### config.mk
export PLATFORM = sky130hd
export DESIGN_NAME = twinkle_star_led_effect
export DESIGN_NICKNAME = d
export VERILOG_FILES = /design/src/hdl/tsle_pkg.sv /design/src/hdl/tsle_ctrl.sv /design/src/hdl/tsle_datapath.sv /design/src/hdl/twinkle_star_led_effect.sv
export SDC_FILE = /design/constraint.sdc
export NUM_CORES = 1
export LEC_CHECK = 0
export BUFFER_PORTS_ARGS = -buffer_cell sky130_fd_sc_hd__buf_2
export CAP_MARGIN = 20
export CORE_MARGIN = 5
export CORE_UTILIZATION = 35
export CTS_BUF_LIST = sky130_fd_sc_hd__clkbuf_4 sky130_fd_sc_hd__clkbuf_8
export DETAILED_ROUTE_END_ITERATION = 7
export GPL_TIMING_DRIVEN = 0
export PLACE_DENSITY = 0.53
export SYNTH_ARGS = -nofsm -noshare
export SYNTH_HDL_FRONTEND = slang
export SYNTH_SLANG_ARGS = --single-unit
### constraint.sdc
create_clock -name clk -period 12.2 [get_ports clk]
set_input_delay 2.44 -clock clk [delete_from_list [all_inputs] [get_ports clk]]
set_output_delay 2.44 -clock clk [all_outputs]
set_load 0.01 [all_outputs]
### src/hdl/tsle_pkg.sv
// Shared types and constants for the twinkle-star LED effect.
// Used by tsle_ctrl, tsle_datapath and twinkle_star_led_effect.
`default_nettype none
package tsle_pkg;

  localparam int DEF_SLOTS   = 8;
  localparam int DEF_COLUMNS = 32;
  localparam int DEF_ROWS    = 8;

  localparam int COL_W   = 5;
  localparam int ROW_W   = 3;
  localparam int STAGE_W = 11;
  localparam int SPEED_W = 7;
  localparam int CHAN_W  = 8;
  localparam int CFG_W   = 11;
  localparam int CFG_IDX_W = 2;
  localparam int LED_ROW_W = 5;
  localparam int LED_COL_W = 7;

  localparam logic [8:0] DIM_GAIN = 9'd307;

  localparam logic [CHAN_W-1:0]  RST_RED   = 8'd0;
  localparam logic [CHAN_W-1:0]  RST_GREEN = 8'h55;
  localparam logic [CHAN_W-1:0]  RST_BLUE  = 8'hFF;
  localparam logic [STAGE_W-1:0] RST_END   = 11'd1126;

  typedef enum logic [CFG_IDX_W-1:0] {
    REG_RED   = 2'd0,
    REG_GREEN = 2'd1,
    REG_BLUE  = 2'd2,
    REG_END   = 2'd3
  } reg_idx_t;

  typedef enum logic [2:0] {
    SEL_CENTRE = 3'd0,
    SEL_LEFT   = 3'd1,
    SEL_RIGHT  = 3'd2,
    SEL_UP     = 3'd3,
    SEL_DOWN   = 3'd4
  } emit_sel_t;

  typedef enum logic [2:0] {
    S_IDLE,
    S_SCAN,
    S_CENTRE,
    S_DIM,
    S_EMIT,
    S_ADVANCE
  } state_t;

  typedef struct packed {
    logic load;
    logic skip;
    logic gain;
    logic centre;
    logic dim;
    logic emit;
    logic advance;
  } cmd_t;

  typedef struct packed {
    logic live;
    logic last_slot;
    logic emit_done;
  } status_t;

endpackage
`default_nettype wire

### src/hdl/tsle_ctrl.sv
// Frame sequencer for the twinkle-star LED effect.
// Depends on tsle_pkg; drives tsle_datapath through cmd_t and reads status_t.
`default_nettype none
module tsle_ctrl (
  input  wire              clk,
  input  wire              rst,
  input  wire              start,
  output logic             busy,
  input  tsle_pkg::status_t status,
  output tsle_pkg::cmd_t   cmd
);
  import tsle_pkg::*;

  state_t state;
  state_t state_next;

  always_ff @(posedge clk) begin
    if (rst) begin
      state <= S_IDLE;
    end else begin
      state <= state_next;
    end
  end

  always_comb begin
    state_next = state;
    unique case (state)
      S_IDLE: begin
        if (start) state_next = S_SCAN;
      end
      S_SCAN: begin
        if (status.live) state_next = S_CENTRE;
        else if (status.last_slot) state_next = S_IDLE;
      end
      S_CENTRE: state_next = S_DIM;
      S_DIM:    state_next = S_EMIT;
      S_EMIT: begin
        if (status.emit_done) state_next = S_ADVANCE;
      end
      S_ADVANCE: begin
        state_next = status.last_slot ? S_IDLE : S_SCAN;
      end
      default: state_next = S_IDLE;
    endcase
  end

  always_comb begin
    cmd  = '0;
    busy = 1'b1;
    unique case (state)
      S_IDLE: begin
        busy     = 1'b0;
        cmd.load = start;
      end
      S_SCAN: begin
        cmd.gain = status.live;
        cmd.skip = !status.live;
      end
      S_CENTRE:  cmd.centre  = 1'b1;
      S_DIM:     cmd.dim     = 1'b1;
      S_EMIT:    cmd.emit    = 1'b1;
      S_ADVANCE: cmd.advance = 1'b1;
      default:   busy        = 1'b0;
    endcase
  end

endmodule
`default_nettype wire

### src/hdl/tsle_datapath.sv
// Slot store, colour registers, gain and intensity arithmetic, LED word output.
// Depends on tsle_pkg; commanded by tsle_ctrl.
`default_nettype none
module tsle_datapath #(
  parameter int SLOTS   = tsle_pkg::DEF_SLOTS,
  parameter int COLUMNS = tsle_pkg::DEF_COLUMNS,
  parameter int ROWS    = tsle_pkg::DEF_ROWS
) (
  input  wire                                   clk,
  input  wire                                   rst,
  input  tsle_pkg::cmd_t                        cmd,
  output tsle_pkg::status_t                     status,
  input  wire                                   cfg_write,
  input  wire        [tsle_pkg::CFG_IDX_W-1:0]  cfg_index,
  input  wire        [tsle_pkg::CFG_W-1:0]      cfg_data,
  input  wire        [1:0]                      spawn_count,
  input  wire        [tsle_pkg::COL_W-1:0]      first_column,
  input  wire        [tsle_pkg::ROW_W-1:0]      first_row,
  input  wire        [tsle_pkg::SPEED_W-1:0]    first_speed,
  input  wire        [tsle_pkg::COL_W-1:0]      second_column,
  input  wire        [tsle_pkg::ROW_W-1:0]      second_row,
  input  wire        [tsle_pkg::SPEED_W-1:0]    second_speed,
  output logic                                  strobe,
  output logic signed [tsle_pkg::LED_ROW_W-1:0] led_row,
  output logic signed [tsle_pkg::LED_COL_W-1:0] led_column,
  output logic       [tsle_pkg::CHAN_W-1:0]     red,
  output logic       [tsle_pkg::CHAN_W-1:0]     green,
  output logic       [tsle_pkg::CHAN_W-1:0]     blue,
  output logic                                  off_matrix,
  output logic                                  last
);
  import tsle_pkg::*;

  localparam int IDX_W = (SLOTS > 1) ? $clog2(SLOTS) : 1;
  localparam logic [IDX_W-1:0] LAST_IDX = IDX_W'(SLOTS - 1);
  localparam logic signed [LED_ROW_W:0] ROWS_S = (LED_ROW_W + 1)'(ROWS);
  localparam logic signed [LED_COL_W:0] COLS_S = (LED_COL_W + 1)'(COLUMNS);

  logic [CHAN_W-1:0]  star_red, star_green, star_blue;
  logic [STAGE_W-1:0] end_stage;

  logic [SLOTS-1:0]   slot_live;
  logic [COL_W-1:0]   slot_column [SLOTS];
  logic [ROW_W-1:0]   slot_row    [SLOTS];
  logic [STAGE_W-1:0] slot_stage  [SLOTS];
  logic [SPEED_W-1:0] slot_speed  [SLOTS];

  logic [IDX_W-1:0]   idx;
  logic [1:0]         taken;
  logic [1:0]         spawns;
  logic [COL_W-1:0]   sp_col   [2];
  logic [ROW_W-1:0]   sp_row   [2];
  logic [SPEED_W-1:0] sp_speed [2];

  logic [STAGE_W-1:0] gain;
  logic [CHAN_W-1:0]  cen_r, cen_g, cen_b;
  logic [CHAN_W-1:0]  dim_r, dim_g, dim_b;
  emit_sel_t          emit_sel;

  logic [COL_W-1:0]   cur_col;
  logic [ROW_W-1:0]   cur_row;
  logic [STAGE_W-1:0] cur_stage;
  logic [SPEED_W-1:0] cur_speed;
  logic [STAGE_W:0]   twice;
  logic [STAGE_W-1:0] gain_next;
  logic [STAGE_W:0]   stage_sum;
  logic [18:0]        prod_r, prod_g, prod_b;
  logic [16:0]        dprod_r, dprod_g, dprod_b;
  logic [SLOTS-1:0]   live_shift;
  logic               live_above;
  logic signed [LED_ROW_W-1:0] row_base, row_out;
  logic signed [LED_COL_W-1:0] col_base, col_out;
  logic               off_next;
  logic               take_spawn;

  assign cur_col   = slot_column[idx];
  assign cur_row   = slot_row[idx];
  assign cur_stage = slot_stage[idx];
  assign cur_speed = slot_speed[idx];

  assign status.live      = slot_live[idx];
  assign status.last_slot = (idx == LAST_IDX);
  assign status.emit_done = (emit_sel == SEL_DOWN);

  always_comb begin
    twice = {cur_stage, 1'b0};
    if (cur_stage < STAGE_W'(512)) begin
      gain_next = twice[STAGE_W-1:0];
    end else if (cur_stage[STAGE_W-1]) begin
      gain_next = '0;
    end else begin
      gain_next = STAGE_W'((STAGE_W + 1)'(2048) - twice);
    end
  end

  assign prod_r  = 19'(star_red)   * 19'(gain);
  assign prod_g  = 19'(star_green) * 19'(gain);
  assign prod_b  = 19'(star_blue)  * 19'(gain);
  assign dprod_r = 17'(cen_r) * 17'(DIM_GAIN);
  assign dprod_g = 17'(cen_g) * 17'(DIM_GAIN);
  assign dprod_b = 17'(cen_b) * 17'(DIM_GAIN);

  assign stage_sum  = {1'b0, cur_stage} + (STAGE_W + 1)'(cur_speed);
  assign live_shift = slot_live >> idx;
  assign live_above = |(live_shift >> 1);
  assign take_spawn = cmd.skip && !slot_live[idx] && (taken < spawns);

  assign row_base = $signed({2'b00, cur_row});
  assign col_base = $signed({2'b00, cur_col});

  always_comb begin
    row_out = row_base;
    col_out = col_base;
    case (emit_sel)
      SEL_LEFT:  col_out = col_base - LED_COL_W'(1);
      SEL_RIGHT: col_out = col_base + LED_COL_W'(1);
      SEL_UP:    row_out = row_base - LED_ROW_W'(1);
      SEL_DOWN:  row_out = row_base + LED_ROW_W'(1);
      default: ;
    endcase
    off_next = (row_out < 0) || ((LED_ROW_W + 1)'(row_out) >= ROWS_S) ||
               (col_out < 0) || ((LED_COL_W + 1)'(col_out) >= COLS_S);
  end

  // configuration
  always_ff @(posedge clk) begin
    if (rst) begin
      star_red   <= RST_RED;
      star_green <= RST_GREEN;
      star_blue  <= RST_BLUE;
      end_stage  <= RST_END;
    end else if (cfg_write) begin
      unique case (reg_idx_t'(cfg_index))
        REG_RED:   star_red   <= cfg_data[CHAN_W-1:0];
        REG_GREEN: star_green <= cfg_data[CHAN_W-1:0];
        REG_BLUE:  star_blue  <= cfg_data[CHAN_W-1:0];
        REG_END:   end_stage  <= cfg_data[STAGE_W-1:0];
      endcase
    end
  end

  // frame control and live bits
  always_ff @(posedge clk) begin
    if (rst) begin
      slot_live <= '0;
      idx       <= '0;
      taken     <= '0;
      spawns    <= '0;
      emit_sel  <= SEL_CENTRE;
      strobe    <= 1'b0;
    end else begin
      strobe <= cmd.emit;
      if (cmd.load) begin
        idx    <= '0;
        taken  <= '0;
        spawns <= (spawn_count == 2'd3) ? 2'd2 : spawn_count;
      end
      if (cmd.skip) begin
        if (take_spawn) begin
          slot_live[idx] <= 1'b1;
          taken          <= taken + 2'd1;
        end
        if (!status.last_slot) idx <= idx + IDX_W'(1);
      end
      if (cmd.dim) emit_sel <= SEL_CENTRE;
      if (cmd.emit && !status.emit_done) emit_sel <= emit_sel_t'(emit_sel + 3'd1);
      if (cmd.advance) begin
        if (stage_sum > {1'b0, end_stage}) slot_live[idx] <= 1'b0;
        if (!status.last_slot) idx <= idx + IDX_W'(1);
      end
    end
  end

  // slot payload and arithmetic
  always_ff @(posedge clk) begin
    if (cmd.load) begin
      sp_col[0]   <= first_column;
      sp_row[0]   <= first_row;
      sp_speed[0] <= first_speed;
      sp_col[1]   <= second_column;
      sp_row[1]   <= second_row;
      sp_speed[1] <= second_speed;
    end
    if (take_spawn) begin
      slot_column[idx] <= sp_col[taken[0]];
      slot_row[idx]    <= sp_row[taken[0]];
      slot_speed[idx]  <= sp_speed[taken[0]];
      slot_stage[idx]  <= '0;
    end
    if (cmd.advance && !(stage_sum > {1'b0, end_stage})) begin
      slot_stage[idx] <= stage_sum[STAGE_W-1:0];
    end
    if (cmd.gain) gain <= gain_next;
    if (cmd.centre) begin
      cen_r <= prod_r[17:10];
      cen_g <= prod_g[17:10];
      cen_b <= prod_b[17:10];
    end
    if (cmd.dim) begin
      dim_r <= CHAN_W'(dprod_r[16:10]);
      dim_g <= CHAN_W'(dprod_g[16:10]);
      dim_b <= CHAN_W'(dprod_b[16:10]);
    end
    if (cmd.emit) begin
      led_row    <= row_out;
      led_column <= col_out;
      red        <= (emit_sel == SEL_CENTRE) ? cen_r : dim_r;
      green      <= (emit_sel == SEL_CENTRE) ? cen_g : dim_g;
      blue       <= (emit_sel == SEL_CENTRE) ? cen_b : dim_b;
      off_matrix <= off_next;
      last       <= status.emit_done && !live_above;
    end
  end

endmodule
`default_nettype wire

### src/hdl/twinkle_star_led_effect.sv
// Twinkle-star LED effect top level: one frame per start, five LED words per live slot.
// A free slot takes only the scan step; a live slot runs scan, two multiply stages, five words
// and stage advance in turn; busy is high throughout a frame.
// The first word comes soonest when slot 0 is live, later when leading slots are free;
// words cannot be stalled.
// Synchronous reset empties every slot and loads the default colour and end stage.
`default_nettype none
module twinkle_star_led_effect #(
  parameter int SLOTS   = tsle_pkg::DEF_SLOTS,
  parameter int COLUMNS = tsle_pkg::DEF_COLUMNS,
  parameter int ROWS    = tsle_pkg::DEF_ROWS
) (
  input  wire                                   clk,
  input  wire                                   rst,
  input  wire                                   start,
  output logic                                  busy,
  input  wire                                   cfg_write,
  input  wire        [tsle_pkg::CFG_IDX_W-1:0]  cfg_index,
  input  wire        [tsle_pkg::CFG_W-1:0]      cfg_data,
  input  wire        [1:0]                      spawn_count,
  input  wire        [tsle_pkg::COL_W-1:0]      first_column,
  input  wire        [tsle_pkg::ROW_W-1:0]      first_row,
  input  wire        [tsle_pkg::SPEED_W-1:0]    first_speed,
  input  wire        [tsle_pkg::COL_W-1:0]      second_column,
  input  wire        [tsle_pkg::ROW_W-1:0]      second_row,
  input  wire        [tsle_pkg::SPEED_W-1:0]    second_speed,
  output logic                                  strobe,
  output logic signed [tsle_pkg::LED_ROW_W-1:0] led_row,
  output logic signed [tsle_pkg::LED_COL_W-1:0] led_column,
  output logic       [tsle_pkg::CHAN_W-1:0]     red,
  output logic       [tsle_pkg::CHAN_W-1:0]     green,
  output logic       [tsle_pkg::CHAN_W-1:0]     blue,
  output logic                                  off_matrix,
  output logic                                  last
);
  import tsle_pkg::*;

  cmd_t    cmd;
  status_t status;

  tsle_ctrl u_ctrl (
    .clk    (clk),
    .rst    (rst),
    .start  (start),
    .busy   (busy),
    .status (status),
    .cmd    (cmd)
  );

  tsle_datapath #(
    .SLOTS   (SLOTS),
    .COLUMNS (COLUMNS),
    .ROWS    (ROWS)
  ) u_datapath (
    .clk           (clk),
    .rst           (rst),
    .cmd           (cmd),
    .status        (status),
    .cfg_write     (cfg_write),
    .cfg_index     (cfg_index),
    .cfg_data      (cfg_data),
    .spawn_count   (spawn_count),
    .first_column  (first_column),
    .first_row     (first_row),
    .first_speed   (first_speed),
    .second_column (second_column),
    .second_row    (second_row),
    .second_speed  (second_speed),
    .strobe        (strobe),
    .led_row       (led_row),
    .led_column    (led_column),
    .red           (red),
    .green         (green),
    .blue          (blue),
    .off_matrix    (off_matrix),
    .last          (last)
  );

endmodule
`default_nettype wire

## Word level (Yosys, flattened, before mapping)

Memories as Yosys holds them, arrays and structs flattened. A register that Yosys moved wholly into a read port is not among the register bits.
Cells that the tools add are included.

| word-level totals | value |
|---|---|
| output and inout bits | 40 |
| bits in latches | 0 |
| register bits after elaboration | 151 |
| bits in read-only memories | 0 |
| bits in writable memories | 238 |
| input port bits | 49 |
| memories kept | 7 |
| logic and storage cells | 161 |

Memories:

| name | words | width | rd ports | clocked after Yosys merged registers in | wr ports | RTL line | RTL |
|---|---|---|---|---|---|---|---|
| u_datapath.slot_stage | 8 | 11 | 1 | 1 | 1 | tsle_datapath.sv:45 | `logic [STAGE_W-1:0] slot_stage [SLOTS];` |
| u_datapath.slot_speed | 8 | 7 | 1 | 1 | 1 | tsle_datapath.sv:46 | `logic [SPEED_W-1:0] slot_speed [SLOTS];` |
| u_datapath.slot_column | 8 | 5 | 1 | 1 | 1 | tsle_datapath.sv:43 | `logic [COL_W-1:0] slot_column [SLOTS];` |
| u_datapath.slot_row | 8 | 3 | 1 | 1 | 1 | tsle_datapath.sv:44 | `logic [ROW_W-1:0] slot_row [SLOTS];` |
| u_datapath.sp_speed | 2 | 7 | 1 | 1 | 2 | tsle_datapath.sv:53 | `logic [SPEED_W-1:0] sp_speed [2];` |
| u_datapath.sp_col | 2 | 5 | 1 | 1 | 2 | tsle_datapath.sv:51 | `logic [COL_W-1:0] sp_col [2];` |
| 1 more memories | - | - | - | - | - | - |  |

| operators by class | value |
|---|---|
| reduce and logical (&&, ||, !) cells | 25 |
| multiply operators | 6 |
| divide/modulo/power cells | 0 |
| eq/ne operators | 17 |
| bitwise gates (word level) | 4 |
| add/subtract/negate cells | 9 |
| order comparisons | 9 |
| shifts and indexed selects | 1 |
| mux-type cells | 54 |

Operator list:

| operator | count |
|---|---|
| multiplier 8 x 11 -> 18 bit | 3 |
| multiplier 8 x 9 -> 17 bit, second input constant | 3 |
| 2-to-1 mux 3 bit | 15 |
| 2-to-1 mux 8 bit | 5 |
| 2-to-1 mux 11 bit | 3 |
| 2-to-1 mux 7 bit | 3 |
| 2-to-1 mux 1 bit | 18 |
| one-hot mux 3 bit (6 select lines) | 1 |
| one-hot mux 7 bit (2 select lines) | 1 |
| adder 11 x 7 -> 12 bit | 1 |
| equality test 3 x 2 -> 1 bit, second input constant | 4 |
| equality test 3 bit, second input constant | 4 |
| greater-than comparator 12 x 11 -> 1 bit | 1 |
| less-than comparator 11 x 10 -> 1 bit, second input constant | 1 |
| subtractor 1 x 11 -> 11 bit, first input constant | 1 |
| 2-to-1 mux 2 bit | 5 |
| one-hot mux 5 bit (2 select lines) | 1 |
| bitwise AND 8 bit | 1 |
| inverter 8 bit | 1 |
| OR 8 bit | 1 |
| AND reduction 2 bit | 4 |
| >> shifter 8 x 3 -> 8 bit | 1 |
| >= comparator 7 bit, second input constant | 1 |
| less-than comparator 7 x 1 -> 1 bit, second input constant | 1 |
| 30 further kinds | 45 |

## Depth between registers and ports, before layout

Gate-level depths: netlist of the first run.

| logic depth | value |
|---|---|
| word-level depth | 12 |
| depth in mapped cells | 24 |
| depth with buffers taken out | 19 |

## By module

Synthesis of the first run repeated with hierarchy kept, for this count alone.

| unflattened totals | value |
|---|---|
| cell total of the unflattened synthesis | 2,258 |
| area, all modules | 25,989.9 µm² |

By module, submodules not included:

| module | area an instance (µm²) | instances | sequential area each (µm²) | cells an instance |
|---|---|---|---|---|
| tsle_datapath | 25,630.8 | 1 | 11,020.6 | 2,223 |
| tsle_ctrl | 359.1 | 1 | 60.1 | 35 |

## Least setup slack after synthesis of the first run

No wires, ideal clock.

| path | value |
|---|---|
| path type | register to register |
| from | register u_datapath.idx[2] |
| to | memory u_datapath.slot_stage[5][0], enable pin |
| setup time | 0.383 ns |
| required time | 11.817 ns |
| path slack | 6.219 ns |
| clock period less this slack | 5.981 ns |
| buffers on the path | 5 |
| stages on the path, launching flop included | 24 |
| arrival | 5.598 ns |
| cell sequence | dfxtp_1 buf_6 buf_2 buf_1 buf_1 mux4_2 nand2_1 o21ai_0 ha_1 fa_1 a21o_1 a21oi_1 o21bai_1 a21oi_1 xor2_1 inv_1 ha_1 o21ai_0 o21ai_0 a21o_1 o31ai_1 o311ai_4 buf_6 a21oi_1 |

| between the ends | value |
|---|---|
| cells in the longest elaborated chain, start to end | 9 |

RTL lines:

| element | RTL line | RTL |
|---|---|---|
| start, declared | tsle_datapath.sv:48 | `logic [IDX_W-1:0] idx;` |
| start signal, assigned | tsle_datapath.sv:163 | `if (!status.last_slot) idx <= idx + IDX_W'(1);` |
| start signal, assigned | tsle_datapath.sv:169 | `if (!status.last_slot) idx <= idx + IDX_W'(1);` |
| binary-select mux 1 bit (select 3 bit) | tsle_datapath.sv:81, tsle_datapath.sv:106 |  |
| 2-to-1 mux 1 bit (implied by the code) | tsle_datapath.sv:81, tsle_datapath.sv:106 |  |
| zero test 1 bit | tsle_ctrl.sv:57, tsle_datapath.sv:106 |  |
| 2-to-1 mux 2 bit | tsle_ctrl.sv:50 | `unique case (state)` |
| logical AND 1 bit (2 in a row) | tsle_datapath.sv:106 | `assign take_spawn = cmd.skip && !slot_live[idx] && (taken < spawns);` |
| 2-to-1 mux 1 bit | tsle_datapath.sv:184 | `if (take_spawn) begin` |
| 2-to-1 mux 1 bit (implied by the code) | tsle_datapath.sv:188 | `slot_stage[idx] <= '0;` |
| OR 1 bit (no source line) | - |  |
| end, declared | tsle_datapath.sv:45 |  |

Several ways; a longest one is shown, not always the timed one. The select of a mux whose other input is x is not followed.

## Worst setup path in the final report of the first run

| path | value |
|---|---|
| from | register u_datapath.idx[0] |
| to | memory u_datapath.slot_stage[7][2], enable pin |

Same word-level chain as after synthesis.

==> run metrics, run 1 <==
pwr dens 125 mW/mm^2; vias in the first global route 18300; initial antenna violation count 1; Placement Cell Area 0.0277 mm^2; Worst setup EP type register; share of the synthesized area in the top cell type 38.4%; final number of setup-violating endpoints 0; DRC Markers 0; worst path arrival time 8520 ps; #FFs+latches synth 388; WL/cell 19.0 um; routed vias 17200; post-CTS sizing 0; Cells after Synth 2265; largest net degree at the start of global routing 33; Min Hold Slack 462 ps; worst-margin pin slew 1010 ps; CTS Hold Buffers Added 0; total clock sinks 388; Multi-input gate area 0.0132 mm^2; Yosys cell types 88; Filler cells 7039; Ys Warns 0; Worst slew margin 32.8%; Post-synth ARST share 0%; Max Fclk 121 MHz; Area Overhead vs Synth 13.1%; prevailing post-synth register cell edfxtp_1; CTS tree done; Overflow after GRT 0; Core ar. 0.0731 mm^2; outcome completed; Cell Area, Synth 0.0259 mm^2; post-route clock skew 39.6 ps; FF/Latch Area 0.0111 mm^2; num rows 99; Final Power 3.65 mW; fin cells 3449; setup tns final 0 ps; Avg Vias per Cell 4.99; share of cells above drive strength 1 13.1%; Worst-Skew Late Latency 660 ps; GRT Total Usage 16.6%; final hold violations 0; Die Area 0.0794 mm^2; max-capacitance violation count 0; Pre-antenna DRT Iters 5; Post-synth top cells edfxtp_1, inv_1, nand2_1; Post-synth EDFFs 331; top-count cell post-synth edfxtp_1; Leak 12.1 nW; fin crit share 67.7%; syn_nets 2724; CTS clock-pin slew for the worst setup and hold paths 60 ps; nets 2895; Ports 89; GPL Wtd Cong 0.856; First DRT Iteration DRCs 888; Slew Viols, Final 0; post-synthesis sequential area ratio 42.8%; clk buf depth 3; CP max FO 11; first-pass GRT wire length 102000 um; post-synth top area cell edfxtp_1; Chip Width 282 um; HP Class register to register; Mean Syn Cell Area 11.4 um^2; post-layout instance area 0.0293 mm^2; Critical Path RT 12470 ps; dpl hpwl 49600 um; RSZ-0062 raised after global routing false; top post-synthesis cells by area edfxtp_1, fa_1, ha_1; clk root buf clkbuf_8; Max rail drop VDD 0.0877 mV; DIE HEIGHT 282 um; critical path type register to register; Period minus WS final 8250 ps; IO buf count 87; starting density of the core 35.4%; Post-Route WL 65400 um; ANT nets after route 0; CTS Buf Count 69; startpoint types register; H-tree levels 3; Post-CTS Setup Bufs 0; placed insts 3323
[state kept, by name, summed over array words and instances, names as in the netlist, 8 cells and up]
name / count
u_datapath.blue: 8
u_datapath.cen_b: 8
u_datapath.cen_g: 8
u_datapath.cen_r: 8
u_datapath.end_stage: 11
u_datapath.gain: 10
u_datapath.green: 8
u_datapath.red: 8
u_datapath.slot_column: 40
u_datapath.slot_live: 8
u_datapath.slot_row: 24
u_datapath.slot_speed: 56
u_datapath.slot_stage: 88
u_datapath.sp_col: 10
u_datapath.sp_speed: 14
u_datapath.star_blue: 8
u_datapath.star_green: 8
u_datapath.star_red: 8
[kinds of logic (layout without fill, tap and decap cells)]
logic type      count (synthesis)  in the layout  synth area share (%)
compound gates                276            276                  7.58
other cells                     0              2                     0
xor+xnor                       60             60                  2.03
simple gates                  617            617                  11.7
buf+inv                       425            648                  6.46
mux                            89             89                  4.67
fa+ha+maj                     410            410                  24.7
flops                         388            388                  42.8
[placed cells by master, fill, tap and decap left out, types with 9 or more instances in the layout]
cell,synthesis,layout
clkbuf_8,0,76
xor2_1,17,17
and2_1,118,118
a21oi_1,64,58
nand3b_1,13,13
ha_1,241,241
nor2_1,103,97
dfxtp_1,57,57
clkbuf_4,0,16
and3_1,11,11
a22oi_1,11,11
clkinv_2,0,11
edfxtp_1,331,331
buf_2,12,99
a311oi_1,9,9
clkinv_1,2,10
clkbuf_1,70,70
nor3_1,22,22
mux4_2,20,20
inv_1,322,321
fa_1,169,169
o21ai_0,42,42
a211o_1,13,13
mux2_2,27,27
o211ai_1,10,10
xnor2_1,43,43
a21o_1,11,11
nor2b_1,14,14
a31oi_1,11,11
nand3_1,29,29
a221oi_1,17,17
nand2_1,243,243
mux2i_1,38,38
[path summary, 6_finish.rpt]
path         cells past startpoint                               endpoint  slack, ps                                  from
min reg2reg                      2   u_datapath.end_stage[4]$_SDFFE_PP0P_        460  u_datapath.end_stage[4]$_SDFFE_PP0P_
min                              2   u_datapath.end_stage[4]$_SDFFE_PP0P_        460  u_datapath.end_stage[4]$_SDFFE_PP0P_
max                             23  u_datapath.slot_stage[7][2]$_DFFE_PP_       3950          u_datapath.idx[0]$_SDFF_PP0_
max reg2reg                     23  u_datapath.slot_stage[7][2]$_DFFE_PP_       3950          u_datapath.idx[0]$_SDFF_PP0_
[worst max-delay path, stage by stage, from the launching register on]
cell and delay (ps):
dfxtp_1 450, buf_6 210, clkbuf_1 650, clkbuf_1 660, buf_1 470, clkbuf_1 490
o21ai_0 170, a21oi_1 160, o21ai_0 260, ha_1 440, a21o_1 190, a21oi_1 250
o21bai_1 110, a21oi_1 210, xor2_1 310, inv_1 90, ha_1 290, o21ai_0 160
o21ai_0 100, a21o_1 160, o31ai_1 580, o311ai_4 390, buf_6 270, a21oi_2 780
[power breakdown]
| part | switching (mW) | internal [mW] |
|---|---|---|
| combinational | 0.515 | 0.339 |
| clock | 0.570 | 0.735 |
| sequential | 0.00803 | 1.49 |
[area by class of cell]
class                   instances  share of cell area [%]
multi-input cells            1452                    45.1
flip-flops and latches        388                    37.9
inverters                     326                    4.18
well taps                     959                    4.10
clock buffers                  92                    3.99
repair buffers                100                    2.19
plain buffers                  99                    1.53
clock inverters                31                    1.06
diodes                          2                  0.0171
[per-stage QoR]
step                setup slack [ps]  utilization (%)
detailed placement              4060             38.0
CTS                             4040             40.0
floorplan                       6220                -
finish                          3950             40.0
global placement                3700             37.6
global route                    3600             40.0
[routing by layer]
layer / vias up / track usage [%] / part of all wire [%]
met2: 374 / 28.8 / 50
li1: 8148 / - / -
met3: 161 / 3.25 / 4.8
met1: 8533 / 20.4 / 41
met4: 0 / 6.77 / 4.3
met5: - / 0 / 0
Power figures use the tool's default switching activity.
==> run 2, diff against run 1 <==
Clock period 12.2 ns to 7.6 ns, I/O delays scaled along.
==> run metrics, run 2 (synthesized netlist as in run 1, its figures left out) <==
ANT nets after route 0; Multi-input gate area 0.0132 mm^2; CP max-delay cell a21oi_4; share of cells above drive strength 1 13.3%; CP bufs+invs 7; Leak 12.1 nW; biggest regs u_datapath.slot_stage (88), u_datapath.slot_speed (56), u_datapath.slot_column (40); DRC Markers 0; Worst setup EP type register; crit-path cells buf_6 -> buf_2 -> buf_2 -> buf_2 -> clkbuf_2 -> nor2_1 -> a221oi_1 -> o21ai_0 -> ha_1 -> fa_1 -> a21o_1 -> a21oi_1 -> o21bai_1 -> a21oi_1 -> xor2_1 -> inv_1 -> ha_1 -> o21ai_0 -> o21ai_0 -> a21o_1 -> o31ai_2 -> o311ai_4 -> buf_6 -> a21oi_4; nets 2893; first-pass GRT wire length 102000 um; post-layout instance area 0.0293 mm^2; Die Area 0.0794 mm^2; worst-margin pin slew 1070 ps; Max Fclk 139 MHz; commonest non-fill, non-tap cells in the layout edfxtp_1, inv_1, nand2_1; placed insts 3323; Critical Path RT 7880 ps; Placement Cell Area 0.0277 mm^2; Filler cells 7030; critical path type register to register; HP Class register to register; DIE HEIGHT 282 um; IO buf count 87; Largest register FFs 88; Final Util 40.1%; H-tree levels 3; Ports 89; CTS tree done; num rows 99; Avg Vias per Cell 5.02; WL/cell 19.0 um; final number of setup-violating endpoints 0; Area Overhead vs Synth 13.3%; pwr dens 200 mW/mm^2; FF/Latch Area 0.0111 mm^2; critical path's largest stage delay 490 ps; worst path arrival time 7470 ps; fin cells 3447; RSZ-0062 raised after global routing false; CTS clock-pin slew for the worst setup and hold paths 60 ps; First DRT Iteration DRCs 857; setup tns final 0 ps; post-route clock skew 38.6 ps; final hold violations 0; Top reg by flops u_datapath.slot_stage; commonest non-fill, non-tap cell in the layout edfxtp_1; CTS Buf Count 69; Worst slew margin 28.6%; Post-Route WL 65400 um; Slew Viols, Final 0; starting density of the core 35.4%; Chip Width 282 um; Pre-antenna DRT Iters 5; dpl hpwl 49600 um; clk buf depth 3; clk root buf clkbuf_8; GRT Total Usage 16.6%; Post-CTS Setup Bufs 0; routed vias 17300; max-capacitance violation count 0; Worst-Skew Late Latency 660 ps; Min Hold Slack 462 ps; CP top delay family compound AO/OA/AOI/OAI gates; Overflow after GRT 0; outcome completed; Max rail drop VDD 0.142 mV; CP max FO 11; startpoint types register; CTS Hold Buffers Added 0; largest net degree at the start of global routing 33; total clock sinks 388; initial antenna violation count 1; fin crit share 94.7%; vias in the first global route 18300; GPL Wtd Cong 0.856; Core ar. 0.0731 mm^2; Period minus WS final 7190 ps
==> run 2: cell count changes in the layout (fill, tap and decap cells not counted) <==
cell      delta
a21oi_2      -6
nor3b_2      +1
buf_2        +1
o31ai_1      -1
o31ai_2      +1
a21oi_4      +6
a21boi_2     -1
nor3b_1      -1
a21boi_4     +1
buf_1        -2
clkbuf_1     -3
clkbuf_2     +2
==> run 2: tightest hold or removal path: stages (launching register included) <==
cell     delay (ps)
dfxtp_1         310
nand2_1          50
a21oi_1          50
==> run 2: cell type report <==
type	count	area share [%]
clock inverter	31	1.05
multi-input combinational	1452	45.2
sequential	388	37.8
antenna	2	0.0171
buffer	97	1.51
inverter	326	4.18
tap	959	4.09
clock buffer	92	3.98
timing repair buffer	100	2.19
==> run 2: routing by layer <==
metal | vias to the layer above | wire [um] | global-route usage [%]
met1 | 8606 | 27200 | 20.4
met4 | 0 | 2670 | 6.54
met2 | 398 | 32500 | 28.9
met3 | 149 | 3050 | 3.20
li1 | 8149 | - | -
met5 | - | 0 | 0
==> run 2: through the flow <==
step                power (mW)  setup WS [ps]
floorplan                 3.43           1620
global placement          3.80           -900
detailed placement        3.83           -537
CTS                       5.96            234
global route              6.22           64.3
finish                    5.87            406
==> run 2: final timing paths <==
| path | slack, ps | startpoint | endpoint | depth (start not counted) |
|---|---|---|---|---|
| max | 410 | u_datapath.idx[1]$_SDFF_PP0_ | u_datapath.slot_stage[7][2]$_DFFE_PP_ | 24 |
| min | 460 | u_datapath.end_stage[4]$_SDFFE_PP0P_ | u_datapath.end_stage[4]$_SDFFE_PP0P_ | 2 |
| max reg2reg | 410 | u_datapath.idx[1]$_SDFF_PP0_ | u_datapath.slot_stage[7][2]$_DFFE_PP_ | 24 |
| min reg2reg | 460 | u_datapath.end_stage[4]$_SDFFE_PP0P_ | u_datapath.end_stage[4]$_SDFFE_PP0P_ | 2 |
==> run 2: repair_timing <==
action                                 in CTS  in global routing
setup endpoints to repair                 160                 83
endpoints found under the hold margin       0                  0
resized for setup                          11                  2
gates cloned                                0                  0
==> run 2: power by group <==
| group | internal (mW) | leakage [nW] | switching, mW | total [mW] |
|---|---|---|---|---|
| Clock | 1.18 | 0.774 | 0.914 | 2.09 |
| Combinational | 0.546 | 8.06 | 0.828 | 1.37 |
| Sequential | 2.39 | 3.32 | 0.0128 | 2.40 |
| Total | 4.11 | 12.1 | 1.76 | 5.87 |
